**src/sv/xsid_pkg.sv**
```systemverilog
package xsid_pkg;

   localparam int OFFSET_BITS_DEFAULT = 32;

   localparam logic [7:0] OPC_NOP        = 8'h90;
   localparam logic [7:0] OPC_RET        = 8'hC3;
   localparam logic [7:0] OPC_MOV_IMM_LO = 8'hB8;
   localparam logic [7:0] OPC_MOV_IMM_HI = 8'hBF;
   localparam logic [7:0] OPC_MOV_RM     = 8'h89;
   localparam logic [7:0] OPC_MOV_MR     = 8'h8B;
   localparam logic [7:0] OPC_ADD        = 8'h01;
   localparam logic [7:0] OPC_SUB        = 8'h29;
   localparam logic [7:0] OPC_JMP        = 8'hEB;
   localparam logic [1:0] MOD_REG        = 2'h3;
   localparam logic [2:0] IMM_BYTES      = 3'd4;

   typedef enum logic [2:0] {
      ST_OK,
      ST_BAD_OPCODE,
      ST_TRUNC_MODRM,
      ST_MEM_MODRM,
      ST_TRUNC_IMM,
      ST_TRUNC_DISP
   } status_type;

   typedef enum logic [2:0] {
      MN_NOP,
      MN_RET,
      MN_MOV,
      MN_ADD,
      MN_SUB,
      MN_JMP
   } mnemonic_type;

   typedef enum logic [1:0] {
      FM_NONE,
      FM_REG_IMM,
      FM_REG_REG,
      FM_REL
   } form_type;

   typedef struct packed {
      status_type   status;
      logic [31:0]  start_offset;
      mnemonic_type mnemonic;
      form_type     operand_form;
      logic [2:0]   dest_register;
      logic [2:0]   source_register;
      logic [31:0]  immediate_value;
      logic [33:0]  jump_target;
      logic [2:0]   instruction_length;
      logic [7:0]   error_opcode;
   } result_type;

endpackage

```
**src/sv/xsid_in_stage.sv**
```systemverilog
module xsid_in_stage (
   input  logic       clock,
   input  logic       reset,
   input  logic       req_tvalid,
   output logic       req_tready,
   input  logic [7:0] req_tdata,
   input  logic       req_tlast,
   input  logic       advance,
   output logic       hold_valid,
   output logic [7:0] hold_byte,
   output logic       hold_last
);

   logic       valid_ff, valid_in;
   logic [7:0] byte_ff;
   logic       last_ff;

   assign req_tready = !valid_ff || advance;
   assign valid_in   = req_tvalid || (valid_ff && !advance);

   always_ff @(posedge clock) begin
      if (reset) begin
         valid_ff <= 1'b0;
      end else begin
         valid_ff <= valid_in;
      end
      if (req_tvalid && req_tready) begin
         byte_ff <= req_tdata;
         last_ff <= req_tlast;
      end
   end

   assign hold_valid = valid_ff;
   assign hold_byte  = byte_ff;
   assign hold_last  = last_ff;

endmodule

```
**src/sv/xsid_decode.sv**
```systemverilog
module xsid_decode #(
   parameter int OFFSET_BITS = xsid_pkg::OFFSET_BITS_DEFAULT
) (
   input  logic                 clock,
   input  logic                 reset,
   input  logic                 advance,
   input  logic [7:0]           code_byte,
   input  logic                 end_of_stream,
   output logic                 res_valid,
   output xsid_pkg::result_type res
);

   typedef enum logic [1:0] {
      PH_OPCODE,
      PH_MODRM,
      PH_IMM,
      PH_DISP
   } phase_type;

   phase_type              phase_ff, phase_in;
   logic [OFFSET_BITS-1:0] offset_ff, offset_in;
   logic [OFFSET_BITS-1:0] start_ff, start_in;
   logic [7:0]             opcode_ff, opcode_in;
   logic [31:0]            imm_ff, imm_in;
   logic [2:0]             remain_ff, remain_in;
   logic                   discard_ff, discard_in;

   logic [63:0] start_ext;
   logic [1:0]  lane;
   logic [33:0] disp_ext;
   logic [1:0]  modrm_mod;
   logic [2:0]  modrm_reg, modrm_rm;

   function automatic logic [2:0] IMM_LANE(input logic [2:0] remain);
      return xsid_pkg::IMM_BYTES - remain;
   endfunction

   assign modrm_mod = code_byte[7:6];
   assign modrm_reg = code_byte[5:3];
   assign modrm_rm  = code_byte[2:0];
   assign lane      = 2'(IMM_LANE(remain_ff));
   assign disp_ext  = {{26{code_byte[7]}}, code_byte};
   assign start_ext = 64'(start_ff);

   always_comb begin
      phase_in   = phase_ff;
      offset_in  = offset_ff;
      start_in   = start_ff;
      opcode_in  = opcode_ff;
      imm_in     = imm_ff;
      remain_in  = remain_ff;
      discard_in = discard_ff;
      res_valid  = 1'b0;
      res        = '0;

      if (discard_ff) begin
         if (end_of_stream) begin
            phase_in   = PH_OPCODE;
            offset_in  = '0;
            remain_in  = '0;
            discard_in = 1'b0;
         end else begin
            offset_in = offset_ff + OFFSET_BITS'(1);
         end
      end else begin
         case (phase_ff)
            PH_MODRM: begin
               phase_in  = PH_OPCODE;
               res_valid = 1'b1;
               if (modrm_mod != xsid_pkg::MOD_REG) begin
                  res.status             = xsid_pkg::ST_MEM_MODRM;
                  res.instruction_length = 3'd2;
                  res.error_opcode       = opcode_ff;
                  discard_in             = 1'b1;
               end else begin
                  res.operand_form       = xsid_pkg::FM_REG_REG;
                  res.instruction_length = 3'd2;
                  res.dest_register      = modrm_rm;
                  res.source_register    = modrm_reg;
                  case (opcode_ff)
                     xsid_pkg::OPC_ADD: res.mnemonic = xsid_pkg::MN_ADD;
                     xsid_pkg::OPC_SUB: res.mnemonic = xsid_pkg::MN_SUB;
                     xsid_pkg::OPC_MOV_MR: begin
                        res.mnemonic        = xsid_pkg::MN_MOV;
                        res.dest_register   = modrm_reg;
                        res.source_register = modrm_rm;
                     end
                     default: res.mnemonic = xsid_pkg::MN_MOV;
                  endcase
               end
            end
            PH_IMM: begin
               imm_in    = imm_ff | (32'(code_byte) << {lane, 3'b000});
               remain_in = remain_ff - 3'd1;
               if (remain_in == 3'd0) begin
                  phase_in               = PH_OPCODE;
                  res_valid              = 1'b1;
                  res.mnemonic           = xsid_pkg::MN_MOV;
                  res.operand_form       = xsid_pkg::FM_REG_IMM;
                  res.dest_register      = opcode_ff[2:0];
                  res.immediate_value    = imm_in;
                  res.instruction_length = 3'd5;
               end
            end
            PH_DISP: begin
               phase_in               = PH_OPCODE;
               res_valid              = 1'b1;
               res.mnemonic           = xsid_pkg::MN_JMP;
               res.operand_form       = xsid_pkg::FM_REL;
               res.jump_target        = start_ext[33:0] + 34'd2 + disp_ext;
               res.instruction_length = 3'd2;
            end
            default: begin
               phase_in  = PH_OPCODE;
               start_in  = offset_ff;
               opcode_in = code_byte;
               if (code_byte == xsid_pkg::OPC_NOP) begin
                  res_valid              = 1'b1;
                  res.mnemonic           = xsid_pkg::MN_NOP;
                  res.instruction_length = 3'd1;
               end else if (code_byte == xsid_pkg::OPC_RET) begin
                  res_valid              = 1'b1;
                  res.mnemonic           = xsid_pkg::MN_RET;
                  res.instruction_length = 3'd1;
               end else if (code_byte inside
                            {[xsid_pkg::OPC_MOV_IMM_LO:xsid_pkg::OPC_MOV_IMM_HI]}) begin
                  phase_in  = PH_IMM;
                  remain_in = xsid_pkg::IMM_BYTES;
                  imm_in    = '0;
               end else if (code_byte inside {xsid_pkg::OPC_MOV_RM, xsid_pkg::OPC_MOV_MR,
                                              xsid_pkg::OPC_ADD, xsid_pkg::OPC_SUB}) begin
                  phase_in = PH_MODRM;
               end else if (code_byte == xsid_pkg::OPC_JMP) begin
                  phase_in = PH_DISP;
               end else begin
                  res_valid              = 1'b1;
                  res.status             = xsid_pkg::ST_BAD_OPCODE;
                  res.instruction_length = 3'd1;
                  res.error_opcode       = code_byte;
                  discard_in             = 1'b1;
               end
            end
         endcase

         offset_in = offset_ff + OFFSET_BITS'(1);

         if (end_of_stream) begin
            case (phase_in)
               PH_MODRM: begin
                  res_valid              = 1'b1;
                  res                    = '0;
                  res.status             = xsid_pkg::ST_TRUNC_MODRM;
                  res.instruction_length = 3'd1;
                  res.error_opcode       = opcode_in;
               end
               PH_IMM: begin
                  res_valid              = 1'b1;
                  res                    = '0;
                  res.status             = xsid_pkg::ST_TRUNC_IMM;
                  res.instruction_length = 3'd1 + (xsid_pkg::IMM_BYTES - remain_in);
                  res.error_opcode       = opcode_in;
               end
               PH_DISP: begin
                  res_valid              = 1'b1;
                  res                    = '0;
                  res.status             = xsid_pkg::ST_TRUNC_DISP;
                  res.instruction_length = 3'd1;
                  res.error_opcode       = opcode_in;
               end
               default: begin
               end
            endcase
            phase_in   = PH_OPCODE;
            offset_in  = '0;
            remain_in  = '0;
            discard_in = 1'b0;
         end
      end

      res.start_offset = 32'(start_in);
   end

   always_ff @(posedge clock) begin
      if (reset) begin
         phase_ff   <= PH_OPCODE;
         offset_ff  <= '0;
         start_ff   <= '0;
         opcode_ff  <= '0;
         imm_ff     <= '0;
         remain_ff  <= '0;
         discard_ff <= 1'b0;
      end else if (advance) begin
         phase_ff   <= phase_in;
         offset_ff  <= offset_in;
         start_ff   <= start_in;
         opcode_ff  <= opcode_in;
         imm_ff     <= imm_in;
         remain_ff  <= remain_in;
         discard_ff <= discard_in;
      end
   end

endmodule

```
**src/sv/xsid_out_stage.sv**
```systemverilog
module xsid_out_stage (
   input  logic                 clock,
   input  logic                 reset,
   input  logic                 advance,
   input  logic                 res_valid,
   input  xsid_pkg::result_type res,
   output logic                 take,
   output logic                 rsp_tvalid,
   input  logic                 rsp_tready,
   output xsid_pkg::result_type rsp_res
);

   logic                 valid_ff, valid_in;
   xsid_pkg::result_type res_ff;

   assign take     = !valid_ff || rsp_tready;
   assign valid_in = take ? (advance && res_valid) : valid_ff;

   always_ff @(posedge clock) begin
      if (reset) begin
         valid_ff <= 1'b0;
      end else begin
         valid_ff <= valid_in;
      end
      if (take && advance && res_valid) begin
         res_ff <= res;
      end
   end

   assign rsp_tvalid = valid_ff;
   assign rsp_res    = res_ff;

endmodule

```
**src/sv/x86_subset_instruction_decoder_top.sv**
```systemverilog
// Decodes a 32-bit x86 subset (nop, ret, mov r32 imm32, add/sub/mov reg-reg, short jmp)
// from a stream of code bytes, one byte per request, with tlast on the final byte of
// each stream. One byte is taken every cycle unless the output is stalled; a result for
// the byte that finishes (or breaks) an instruction passes through the input register,
// one level of decode logic and the result register. An error result is followed by
// dropping bytes up to the end of the stream; every stream restarts at offset zero.
module x86_subset_instruction_decoder_top #(
   parameter int OFFSET_BITS = xsid_pkg::OFFSET_BITS_DEFAULT
) (
   input  logic          clock,
   input  logic          reset,
   input  logic          req_tvalid,
   output logic          req_tready,
   input  logic [7:0]    req_tdata,   // code_byte
   input  logic          req_tlast,
   output logic          rsp_tvalid,
   input  logic          rsp_tready,
   output logic [119:0]  rsp_tdata,   // start_offset, mnemonic, operand_form, dest_register,
                                      // source_register, immediate_value, jump_target,
                                      // instruction_length, error_opcode
   output logic [2:0]    rsp_tuser    // status
);

   logic                 advance;
   logic                 take;
   logic                 hold_valid;
   logic [7:0]           hold_byte;
   logic                 hold_last;
   logic                 res_valid;
   xsid_pkg::result_type res;
   xsid_pkg::result_type rsp_res;

   assign advance = hold_valid && take;

   xsid_in_stage u_in (
      .clock      (clock),
      .reset      (reset),
      .req_tvalid (req_tvalid),
      .req_tready (req_tready),
      .req_tdata  (req_tdata),
      .req_tlast  (req_tlast),
      .advance    (advance),
      .hold_valid (hold_valid),
      .hold_byte  (hold_byte),
      .hold_last  (hold_last)
   );

   xsid_decode #(
      .OFFSET_BITS (OFFSET_BITS)
   ) u_decode (
      .clock         (clock),
      .reset         (reset),
      .advance       (advance),
      .code_byte     (hold_byte),
      .end_of_stream (hold_last),
      .res_valid     (res_valid),
      .res           (res)
   );

   xsid_out_stage u_out (
      .clock      (clock),
      .reset      (reset),
      .advance    (advance),
      .res_valid  (res_valid),
      .res        (res),
      .take       (take),
      .rsp_tvalid (rsp_tvalid),
      .rsp_tready (rsp_tready),
      .rsp_res    (rsp_res)
   );

   assign rsp_tuser = rsp_res.status;
   assign rsp_tdata = {rsp_res.error_opcode,
                       rsp_res.instruction_length,
                       rsp_res.jump_target,
                       rsp_res.immediate_value,
                       rsp_res.source_register,
                       rsp_res.dest_register,
                       rsp_res.operand_form,
                       rsp_res.mnemonic,
                       rsp_res.start_offset};

endmodule
```
**config.mk**
```make
export PLATFORM = sky130hd
export DESIGN_NAME = x86_subset_instruction_decoder_top
export DESIGN_NICKNAME = d
export VERILOG_FILES = /design/src/sv/xsid_pkg.sv /design/src/sv/xsid_in_stage.sv /design/src/sv/xsid_decode.sv /design/src/sv/xsid_out_stage.sv /design/src/sv/x86_subset_instruction_decoder_top.sv
export SDC_FILE = /design/constraint.sdc
export NUM_CORES = 1
export LEC_CHECK = 0
export BUFFER_PORTS_ARGS = -buffer_cell sky130_fd_sc_hd__buf_2
export CAP_MARGIN = 0
export CELL_PAD_IN_SITES_DETAIL_PLACEMENT = 2
export CELL_PAD_IN_SITES_GLOBAL_PLACEMENT = 2
export CORE_MARGIN = 1.5
export CORE_UTILIZATION = 41
export DETAILED_ROUTE_END_ITERATION = 10
export GPL_TIMING_DRIVEN = 1
export PLACE_DENSITY_LB_ADDON = 0.25
export SETUP_SLACK_MARGIN = 0.02
export SYNTH_ARGS = -nofsm -noshare
export SYNTH_HDL_FRONTEND = slang
export SYNTH_HIERARCHICAL = 1
export SYNTH_SLANG_ARGS = --single-unit
export TNS_END_PERCENT = 50
```
**constraint.sdc**
```tcl
create_clock -name clock -period 13.55 [get_ports clock]
set_clock_uncertainty 0.1 [all_clocks]
set_input_delay 0.6775 -clock clock [delete_from_list [all_inputs] [get_ports clock]]
set_output_delay 0.6775 -clock clock [all_outputs]
set_load 0.1 [all_outputs]
```
Yosys cells after proc, flatten, opt, wreduce, memory -nomap -nowiden
Index checks and enable logic that the tools add are counted.
- bits in registers: 244
- reductions and logical operators: 23
- order comparisons: 2
- add/subtract/negate cells: 7
- bitwise gates (word level): 3
- mux-type cells: 77
- shift operators: 1
- eq/ne operators: 20
- operators by type and width (cell ; number):
    123-bit one-hot mux with 3 select lines ; 1
    32-bit two-way mux ; 8
    123-bit two-way mux ; 1
    32-bit one-hot mux with 2 select lines ; 1
    8-bit equality test (second input constant) ; 6
    3-bit two-way mux ; 16
    34-bit adder ; 1
    34-bit two-way mux ; 1
    32-bit by 2-bit adder with 33-bit output (second input constant) ; 1
    11-bit two-way mux ; 3
    32-bit by 1-bit adder with 32-bit output (second input constant) ; 1
    8-bit two-way mux ; 4
    32-bit OR ; 1
    8-bit by 5-bit left shift with 32-bit output ; 1
    3-bit one-hot mux with 2 select lines ; 5
    2-bit two-way mux ; 11
    1-bit two-way mux ; 17
    8-bit by 1-bit equality test with 1-bit output (second input constant) ; 2
    8-bit by 6-bit equality test with 1-bit output (second input constant) ; 2
    8-bit one-hot mux with 2 select lines ; 1
    9-bit two-way mux ; 1
    3-bit one-hot mux with 3 select lines ; 1
    2-bit equality test (second input constant) ; 4
    8-bit greater-or-equal comparator (second input constant) ; 1
    other kinds (23) ; 42

Depth between registers and ports, before layout
Gate-level depths: netlist (run 1).
- depth after elaboration: 14
- depth in mapped cells: 16

Hierarchy
The synthesis (run 1) kept the hierarchy.
- modules (own cells, without submodules) (module ; area each (sq um) ; cells each ; instances):
    xsid_decode ; 7970.1 ; 995 ; 1
    xsid_out_stage ; 3756.1 ; 128 ; 1
    xsid_in_stage ; 325.3 ; 14 ; 1
    x86_subset_instruction_decoder_top ; 6.3 ; 1 ; 1

Worst setup path before layout (run 1)
Ideal clock, no wire load.
- path type: register to register
- start: register u_in.byte_ff[7] (netlist: u_in/hold_byte[7])
- end: register u_out.res_ff (netlist bit u_out/rsp_res[0]) (enable)
- cell stages (with the launch flop): 11
- buffers on the path: 2
- setup slack: 8.842 ns
- setup time: 0.442 ns
- data arrival time: 4.166 ns
- cells stage by stage: edfxtp_1 > buf_2 > and2_1 > a31oi_1 > o31ai_2 > a32o_1 > o21ai_2 > buf_6 > a21oi_1 > nand2_2 > nor2b_4
- word-level cells in the longest chain between the ends: 14
- ends and longest elaborated chain (element ; line ; RTL):
    start: declaration ; xsid_in_stage.sv:15 ; logic [7:0] byte_ff;
    start signal: assignment ; xsid_in_stage.sv:28 ; byte_ff <= req_tdata;
    branches (longest 11 deep; another with 8-bit greater-or-equal comparator) ; n/a ;
    1-bit two-way mux (*) ; xsid_decode.sv:147 ; if (end_of_stream) begin
    1-bit two-way mux (*) ; xsid_decode.sv:56 ; if (discard_ff) begin
    named net res_valid ; x86_subset_instruction_decoder_top.sv:29 ; logic res_valid;
    1-bit logical AND (*) ; xsid_out_stage.sv:25 ; if (take && advance && res_valid) begin
    end signal: assignment ; xsid_out_stage.sv:26 ; res_ff <= res;
    end: declaration ; xsid_out_stage.sv:14 ; xsid_pkg::result_type res_ff;
Mark *: on every way through the listed nets, which the timed path passes. The select of a mux whose other input is x is not followed.
A chain may end at the register's enable or synchronous reset.

Worst setup path in the final report (run 1)
- start: register u_decode.phase_ff[0]
- end: register u_out.res_ff (netlist bit u_out/rsp_res[28]) (enable)
- word-level cells in the longest chain between the ends: 10
- ends and longest elaborated chain (element ; line ; RTL):
    start: declaration ; xsid_decode.sv:20 ; phase_type phase_ff, phase_in;
    start signal: assignment ; xsid_decode.sv:193 ; phase_ff <= phase_in;
    2-bit by 1-bit equality test with 1-bit output or 2-bit equality test (tied branches) ; xsid_decode.sv:66 ; case (phase_ff)
    2-bit OR reduction (no source line) ; n/a ;
    2-bit one-hot mux with 2 select lines ; xsid_decode.sv:66 ;
    2-bit two-way mux ; xsid_decode.sv:56 ;
    2-bit by 1-bit equality test with 1-bit output or 2-bit equality test (tied branches) ; xsid_decode.sv:148 ; case (phase_in)
    3-bit OR reduction (no source line) ; n/a ;
    1-bit two-way mux ; xsid_decode.sv:148 ;
    1-bit two-way mux (*) ; xsid_decode.sv:147 ;
    1-bit two-way mux (*) ; xsid_decode.sv:56 ;
    named net res_valid ; x86_subset_instruction_decoder_top.sv:29 ;
    1-bit logical AND (*) ; xsid_out_stage.sv:25 ;
Mark *: on every way through the listed nets, which the timed path passes. The rest lies on a longest branch. The select of a mux whose other input is x is not followed.

==> reports/qor.yml, run 1 <==
cp.required_ns: 13.63
fin_area_um2: 13920
grt_max_degree: 81
synthFlopType: "edfxtp_1"
yosys_warnings: 6
synth-seq-cells: 244
diodes: 0
initial_utilization: 0.4178
vias: 9340
startpoint_type: "flop"
period_share: 0.3383
power.density_nw_per_um2: 132.4
cts_root_buf: "clkbuf_16"
hpwl_mm: 25.80
ant_nets: 0
first_pass_iters: 5
rsz0062_at_grt: "no"
grt_pass1_vias: 9940
crit_path_max_incr_delay_ns: 0.81
worstPathArrival_ns: 4.66
final_max_slew_viol_count: 0
clock.fmax_ghz: 0.2181
dieWidth_um: 174.5
portBuffers: 137
grt.overflow.total: 0
cts_sinks: 244
cts_max_path_buffers: 3
hold_viol: 0
status: "finished, final reports clean"
clk_latency_ns: 0.55
avgSynthCellArea_um2: 10.60
vdd_ir_drop_max_v: 0.00008068
areaGrowthSynthToFinish_pct: 15.43
avgViaCountPerCell: 5.630
fillers: 3033
critPathKind: "reg2reg"
grt_usage: 0.2449
yosys.area.top_type_share: 0.3287
ys_seq_area_frac: 0.5147
synth_cells: 1138
cp_max_fo: 53
utilization: 0.4823
drt_iter0_drc: 548
finalSetupViolCount: 0
hold_buffers: 0
min-delay-start: "req_tlast"
antenna_found_initial: 0
whs_ns: 0.2084
die_area_um2: 30450
synthTopCellsByArea: "edfxtp_1 33%, dfxtp_1 19%, ha_1 7.4%, nor2_1 5.4%, mux2i_1 3.5%"
crit_slowest_cell: "ha_1"
setup_tns_ns: 0
syn_area_um2: 12060
synth_top_area_cell: "edfxtp_1"
cts_tree: "built"
worstHoldPathType: "in2reg"
period_minus_slack_ns: 4.584
drive_above_1_share: 0.1969
postCtsSetupBuffers: 0
wl_mm: 37.60
critPathCaptureType: "flop"
synth-async-reset-ratio: 0
tightest_slew_ns: 1.270
drcViolationCount: 0
synthDistinctLibCells: 78
core_um2: 28860
io-pin-count: 138
htree_levels: 1
synth_edf_count: 132
crit_path_cell_trace: "inv_1 -> ha_1 -> nand2_1 -> nor2_1 -> a32o_1 -> o21ai_2 -> a21oi_1 -> nand2_2 -> nor2b_4 -> buf_4"
cts_resized: 0
grt_first_pass_wirelength_mm: 58.20
power_leakage_nw: 5.531
syn_nets: 1223
layout.cells.most_common_list: "173 x nor2_1, 137 x buf_2, 132 x edfxtp_1"
dieHeight_um: 174.5
rrSetupSlack_ns: 8.97
gp_congestion: 0.8361
max-slew-margin-rel: 0.1534
regToRegStartpoint: "u_decode/phase_ff[0]"
layout_commonest_cell: "nor2_1"
nets: 1338
cp-startpoint: "u_decode/phase_ff[0]"
postPlaceCellArea_um2: 13020
wl_per_cell_um: 22.67
cts_buffers: 28
fp-row-count: 62
clkSlewWorstSetupHoldPaths_ns: 0.06
maxCapViolations: 0
-- synthesized netlist by cell type, drive strengths merged, types with 3 or more instances --
master / instances
nand2: 71
mux2: 30
a22o: 9
nor4: 6
mux2i: 42
a31oi: 12
a211oi: 8
and3: 14
a22oi: 53
o211ai: 3
ha: 71
nor2: 184
a21oi: 65
and4: 5
or3: 5
o21a: 7
and2: 12
edfxtp: 132
buf: 15
inv: 27
xnor2: 17
a21o: 20
o22ai: 3
xor2: 33
nand3: 31
o21ai: 31
nand4: 8
nor2b: 9
clkbuf: 45
nand2b: 6
dfxtp: 112
nor3: 19
o31ai: 3
-- power by group --
part / internal [mW] / switching [mW]
Combinational: 0.0439 / 0.231
Sequential: 0.808 / 0.0199
Clock: 0.438 / 0.302
-- cells by family after synthesis --
logic type | after synthesis | synth area share
AO/OA/AOI/OAI | 232 | 0.1296
XOR/XNOR | 50 | 0.03632
adder cells (fa/ha/maj) | 72 | 0.07533
buffers and inverters | 88 | 0.03071
flip-flops | 244 | 0.5147
multiplexers | 72 | 0.06288
AND/OR/NAND/NOR | 380 | 0.1505
-- registers in the layout, indices dropped and copies added, names as in the netlist --
register,cells
u_decode/discard_ff,1
u_in/hold_last,1
u_decode/phase_ff,2
u_out/rsp_tvalid,1
u_in/hold_valid,1
u_decode/start_ff,32
u_out/rsp_res,123
u_decode/remain_ff,3
u_decode/imm_ff,32
u_decode/offset_ff,32
u_in/hold_byte,8
u_decode/opcode_ff,8
-- through the flow --
step / total power [mW] / cells / setup slack, ns
2_1_floorplan: 1.064 / 1138 / 8.842
3_3_place_gp: 1.112 / 1607 / 9.167
3_5_place_dp: 1.118 / 1607 / 9.031
4_1_cts: 1.864 / 1659 / 8.997
5_1_grt: 1.902 / 1659 / 8.668
6_report: 1.843 / 1659 / 8.966
-- cell type report --
cell class                 instances  area, µm²  area share
timing repair buffer             145      745.7     0.05358
tap                              384      480.5     0.03452
inverter                          28      105.1    0.007551
clock inverter                     9      68.82    0.004944
clock buffer                      43      827.0     0.05942
multi-input combinational        806       5485      0.3941
sequential                       244       6206      0.4459
-- critical path: cells and delay by family (launching register included) --
kind	cells	cell delay (ns)
compound gates	3	0.82
simple gates	4	1.21
fa+ha+maj	1	0.81
buf+inv	2	0.83
flops	1	0.37
-- metal layers --
metal,wire [µm],part of all wire,track usage
met1,18030,0.48,0.3486
met2,17250,0.46,0.3959
met3,1677,0.045,0.03237
met4,646,0.017,0.05698
met5,0,0,0
-- worst paths after layout --
| path | cells after the start | end |
|---|---|---|
| min | 1 | u_in/hold_last |
| max reg2reg | 10 | u_out/rsp_res[28] |
| max | 10 | u_out/rsp_res[28] |
| min reg2reg | 2 | u_decode/opcode_ff[4] |
Power figures use the tool's default switching activity.
==> run 2: changes to the inputs <==
CORE_UTILIZATION = 38   (was 41)
clock period = 4.6 ns   (was 13.55 ns; I/O delays follow)
==> reports/qor.yml, run 2 (synthesized netlist as in run 1, its figures left out) <==
cp_max_fo: 17  # -68%
final_max_slew_viol_count: 0  # unchanged
fin_area_um2: 14150  # +1.7%
status: "finished, final reports clean"
wl_per_cell_um: 22.06  # -2.7%
reg2reg_depth: 12  # +2
period_share: 0.8478  # +0.5095
postCtsSetupBuffers: 0  # unchanged
cts_tree: "built"
critPathKind: "reg2reg"
power_leakage_nw: 5.648  # +2.1%
drcViolationCount: 0  # unchanged
comb_power_share: 0.157  # +0.008
io-pin-count: 138  # unchanged
cts_root_buf: "clkbuf_16"
layout.cells.most_common_list: "173 x nor2_1, 137 x buf_2, 132 x edfxtp_1"
clockPowerShare: 0.393  # -0.008
holdPathStages: 2  # +1
hold_buffers: 11  # +11
hold_viol: 0  # unchanged
gr-max-usage-layer: "met2"
cts_sinks: 244  # unchanged
grt_pass1_vias: 10280  # +3.5%
grtUsageMet3: 0.02520  # -0.007174
wl_mm: 37.50  # -0.27%
nets: 1362  # +1.8%
drive_above_1_share: 0.2088  # +0.01192
gp_congestion: 0.8214  # -1.8%
initial_utilization: 0.3841  # -0.03374
period_minus_slack_ns: 3.900  # -0.6844 ns
whs_ns: 0.2903  # +0.08190 ns
postPlaceCellArea_um2: 13180  # +1.2%
worstPathArrival_ns: 4.17  # -0.49 ns
largest_register_ffs: 123  # unchanged
grt_max_degree: 80  # -1.2%
core_um2: 31390  # +8.8%
rsz0062_at_grt: "no"
utilization: 0.4509  # -0.03141
power_frac_seq: 0.450  # about the same
grt.overflow.total: 0  # unchanged
p_switching_mw: 1.652  # +200%
switching_share: 0.3073  # +0.007119
vdd_ir_drop_max_v: 0.0002368  # +190%
dieHeight_um: 181.1  # +3.8%
drt_iter0_drc: 552  # +0.73%
cts_buffers: 27  # -3.6%
intPower_mw: 3.723  # +190%
finalSetupViolCount: 0  # unchanged
ant_nets: 0  # unchanged
tightest_slew_ns: 1.204  # -0.06549 ns
worstHoldPathType: "in2reg"
clk_latency_ns: 0.54  # about the same
power.density_nw_per_um2: 379.7  # +190%
diodes: 0  # unchanged
dieWidth_um: 181.1  # +3.8%
avgViaCountPerCell: 5.553  # -1.4%
layout_commonest_cell: "nor2_1"
grt_usage: 0.2287  # -0.01622
maxCapViolations: 0  # unchanged
cts_resized: 0  # unchanged
grt.met2_usage: 0.3771  # -0.01884
fp-row-count: 65  # +4.8%
max-slew-margin-rel: 0.1971  # +0.04366
portBuffers: 137  # unchanged
die_area_um2: 32810  # +7.8%
critPathCaptureType: "flop"
fillers: 3295  # +8.6%
hpwl_mm: 26.54  # +2.9%
first_pass_iters: 4  # -1
areaGrowthSynthToFinish_pct: 17.39
clock.fmax_ghz: 0.2564  # +18%
grt_first_pass_wirelength_mm: 59.32  # +1.9%
antenna_found_initial: 0  # unchanged
clkSlewWorstSetupHoldPaths_ns: 0.06  # about the same
htree_levels: 1  # unchanged
grtUsageMet1: 0.3257  # -0.02295
vias: 9440  # +1.1%
setup_tns_ns: 0  # unchanged
startpoint_type: "flop"
cp.required_ns: 4.87  # -8.76 ns
cts_max_path_buffers: 3  # unchanged
[run 2: cell count changes in the layout (fill, tap and decap cells not counted), sizes merged]
cell and change:
clkinv +5, clkinvlp +1, bufinv -1, clkbuf -7, dlygate4sd3 +11, buf +14
[run 2: final cells by class]
type	count	area, µm²	share of cell area
sequential	244	6206	0.4384
multi-input combinational	806	5487	0.3876
timing repair buffer	170	985.9	0.06965
clock buffer	36	782.0	0.05525
tap	402	503.0	0.03553
inverter	28	105.1	0.007425
clock inverter	14	86.33	0.006099
[run 2: final timing paths]
kind,from,to,slack [ns]
min,req_tlast,u_in/hold_last,0.29
min reg2reg,u_decode/opcode_ff[6],u_decode/opcode_ff[6],0.40
max reg2reg,u_in/hold_byte[0],u_out/rsp_res[44],0.70
max,u_in/hold_byte[0],u_out/rsp_res[44],0.70
[run 2: worst max-delay path, stage by stage, from the launching register on]
cell and delay [ns]:
edfxtp_1 0.80, ha_1 0.28, ha_1 0.19, inv_1 0.07, fa_1 0.39, nor2b_1 0.27
o31ai_1 0.14, a2111oi_0 0.39, a41oi_1 0.08, a31oi_1 0.29, a31oi_1 0.18, o21ai_0 0.28
mux2i_1 0.26
[run 2: per-stage QoR]
step	cells	worst slack [ns]	power, mW
after global placement	1639	0.9734	3.288
after floorplan	1138	0.03277	3.134
after detailed placement	1639	0.7562	3.303
final	1700	0.7003	5.375
after global routing	1700	0.3833	5.557
after CTS	1700	0.7320	5.437
[run 2: metal layers]
| metal | vias up | routed length, µm |
|---|---|---|
| li1 | 4416 | - |
| met1 | 4787 | 18130 |
| met2 | 193 | 17410 |
| met3 | 44 | 1354 |
| met4 | 0 | 611 |
| met5 | - | 0 |
[run 2: power groups by stage]
stage | clock [mW] | combinational, mW | sequential, mW
2_1_floorplan | 0 | 0.221 | 2.91
3_3_place_gp | 0 | 0.825 | 2.46
3_5_place_dp | 0 | 0.834 | 2.47
4_1_cts | 2.17 | 0.847 | 2.42
5_1_grt | 2.25 | 0.877 | 2.43
6_report | 2.11 | 0.843 | 2.42
==> run 3: changes to the inputs <==
ABC_AREA = 1   (was not set)
CORE_UTILIZATION = 35   (was 38)
clock period = 3.9 ns   (was 4.6 ns; I/O delays follow)
==> reports/qor.yml, run 3 <==
status: "finished, final reports clean"
vias: 12410  # +31%
cp.required_ns: 4.00  # -0.87 ns
portBuffers: 137  # unchanged
startpoint_type: "flop"
power_frac_seq: 0.413  # -0.037
grt_max_degree: 75  # -6.3%
finalSetupViolCount: 0  # unchanged
grt.overflow.total: 0  # unchanged
power.total_mw: 7.134  # +33%
syn_nets: 1845  # +51%
grt_usage: 0.2340  # +0.005274
synth_top_cells_by_count: "411 x nand2_1, 243 x inv_1, 226 x nor2_1"
max-slew-margin-rel: 0.3260  # +0.1289
dieWidth_um: 200.5  # +11%
intPower_mw: 4.711  # +27%
comb_power_share: 0.218  # +0.061
regToRegStartpoint: "u_decode/remain_ff[0]"
clkSlewWorstSetupHoldPaths_ns: 0.07  # about the same
wl_mm: 47.35  # +26%
synth-seq-cells: 244  # unchanged
nets: 1982  # +46%
clockPowerShare: 0.370  # -0.023
areaGrowthSynthToFinish_pct: 16.37
postPlaceCellArea_um2: 14850  # +13%
p_switching_mw: 2.424  # +47%
period_minus_slack_ns: 3.288  # -0.6113 ns
synthDistinctLibCells: 47  # -40%
synthFlopType: "edfxtp_1"
critPathKind: "reg2reg"
dieHeight_um: 200.5  # +11%
cts_max_path_buffers: 3  # unchanged
wl_per_cell_um: 19.43  # -12%
die_area_um2: 40200  # +23%
maxCapViolations: 0  # unchanged
ant_nets: 0  # unchanged
layout.cells.most_common_list: "410 x nand2_1, 243 x inv_1, 224 x nor2_1"
io-pin-count: 138  # unchanged
min-delay-start: "req_tdata[5]"
rsz0062_at_grt: "no"
vdd_ir_drop_max_v: 0.0003532  # +49%
syn_area_um2: 13650  # +13%
switching_share: 0.3397  # +0.03244
synth-async-reset-ratio: 0  # unchanged
clock.fmax_ghz: 0.3041  # +19%
cts_tree: "built"
htree_levels: 1  # unchanged
gp_congestion: 0.8570  # +4.3%
fp-row-count: 72  # +11%
clk_latency_ns: 0.57  # +0.03 ns
drcViolationCount: 0  # unchanged
initial_utilization: 0.3540  # -0.03006
hold_viol: 0  # unchanged
layout_commonest_cell: "nand2_1"
grt_first_pass_wirelength_mm: 74.93  # +26%
cts_root_buf: "clkbuf_16"
reg2reg_depth: 14  # +2
ys_seq_area_frac: 0.4546  # -0.06005
rrSetupSlack_ns: 0.61  # -0.09 ns
yosys_warnings: 6  # unchanged
synth_top_area_cell: "edfxtp_1"
synthTopCellsByArea: "edfxtp_1 29%, dfxtp_1 16%, nand2_1 11%, inv_1 6.7%, ha_1 6.5%"
period_share: 0.8432  # -0.004576
final_cells: 2437  # +43%
diodes: 0  # unchanged
drive_above_1_share: 0.1417  # -0.06704
yosys.cell_count.top_type: "nand2_1"
postCtsSetupBuffers: 0  # unchanged
dp_cells: 2372  # +45%
cts_sinks: 244  # unchanged
core_um2: 38560  # +23%
cts_buffers: 29  # +7.4%
reg2reg_to: "u_out/rsp_res[18]"
hpwl_mm: 35.37  # +33%
cp_max_fo: 74  # +57
setup_tns_ns: 0  # unchanged
power.density_nw_per_um2: 449.1  # +18%
hold_path_end: "u_in/hold_byte[5]"
avgViaCountPerCell: 5.092  # -8.3%
synth_edf_count: 132  # unchanged
cts_resized: 0  # unchanged
critPathCaptureType: "flop"
grt_pass1_vias: 13580  # +32%
antenna_found_initial: 0  # unchanged
yosys.area.top_type_share: 0.2904  # -0.03836
tightest_slew_ns: 1.009  # -0.1957 ns
largest_register_ffs: 123  # unchanged
worstHoldPathType: "in2reg"
avgSynthCellArea_um2: 7.756  # -27%
power_leakage_nw: 6.780  # +20%
holdPathStages: 2  # unchanged
first_pass_iters: 5  # +1
final_max_slew_viol_count: 0  # unchanged
fin_area_um2: 15890  # +12%
drt_iter0_drc: 521  # -5.6%
synth_cells: 1760  # +55%
worstPathArrival_ns: 3.39  # -0.78 ns
==> run 3: cell count changes in the layout (fill, tap and decap cells not counted), moves of 14 or more <==
cell	before	now
a211oi_1	6	21
a21o_1	20	2
a21oi_1	63	120
a22oi_1	53	0
inv_1	27	243
mux2_2	30	0
mux2i_1	42	2
nand2_1	69	410
nand3_1	28	42
nand4_1	8	24
nor2_1	173	224
nor2_2	11	37
o21ai_0	28	150
xor2_1	33	1
==> run 3: metrics by stage <==
stage	util	setup slack, ns	hold WS, ns
2_1_floorplan	-	-0.5590	0.1574
3_3_place_gp	0.3852	0.9112	0.2841
3_5_place_dp	0.3852	0.7129	0.2826
4_1_cts	0.4120	0.6745	0.2251
5_1_grt	0.4120	0.4252	0.2327
6_report	0.4120	0.6116	0.2440
==> run 3: per-layer routing <==
metal	routed length (µm)	share of wire	track usage	up-vias
li1	-	-	-	5993
met1	21760	0.46	0.3022	6189
met2	23270	0.49	0.4156	174
met3	1392	0.029	0.02971	52
met4	926	0.020	0.05371	0
met5	0	0	0	-
==> run 3: layout make-up <==
class,count,area (µm²)
fillers,4501,22670
inverters,259,977.2
well taps,518,648.1
multi-input cells,1197,6182
repair buffers,166,958.4
clock buffers,41,794.5
flip-flops and latches,244,6206
clock inverters,12,118.9
==> run 3: how the worst max path moves through the flow <==
stage / startpoint / end / depth (start not counted)
floorplan: u_in/hold_byte[7] / u_out/rsp_res[0] / 12
global placement: u_in/hold_byte[1] / u_out/rsp_res[44] / 16
detailed placement: u_decode/remain_ff[0] / u_out/rsp_res[56] / 14
CTS: u_decode/remain_ff[0] / u_out/rsp_res[91] / 14
global route: u_decode/remain_ff[0] / u_out/rsp_res[16] / 14
finish: u_decode/remain_ff[0] / u_out/rsp_res[18] / 14
==> run 3: power by group through the flow <==
stage,sequential [mW],clock (mW),combinational [mW]
CTS,2.95,2.71,1.56
floorplan,3.58,0,0.584
global route,2.96,2.82,1.66
finish,2.94,2.64,1.55
detailed placement,3.00,0,1.54
global placement,2.99,0,1.50
==> run 3: kinds of logic (layout without fill, tap and decap cells) <==
group,after synthesis,after routing,share of synthesized area
adders and majority gates,72,72,0.06654
and+or+nand+nor,788,788,0.2464
xor gates and xnor gates,16,16,0.01027
DFF,244,244,0.4546
muxes,2,2,0.001467
AOI/OAI and AO/OA,319,319,0.1250
buffers and inverters,319,478,0.09569
==> run 3: critical path, stage by stage (launching register included) <==
cell and delay, ns:
dfxtp_1 0.34, clkinv_1 0.25, ha_1 0.30, xnor2_1 0.19, nand2_1 0.16, nor2_1 0.22, inv_1 0.15, nand2_1 0.10
nand2_1 0.08, nand3_2 0.08, nand2_1 0.07, nand2_1 0.12, nand2_2 0.09, a21oi_4 0.21, buf_12 0.33
==> run 3: what timing repair did <==
action                     in CTS  in global routing
hold endpoints to repair       16                  0
setup endpoints to repair       0                  0
hold buffers                   12                  0
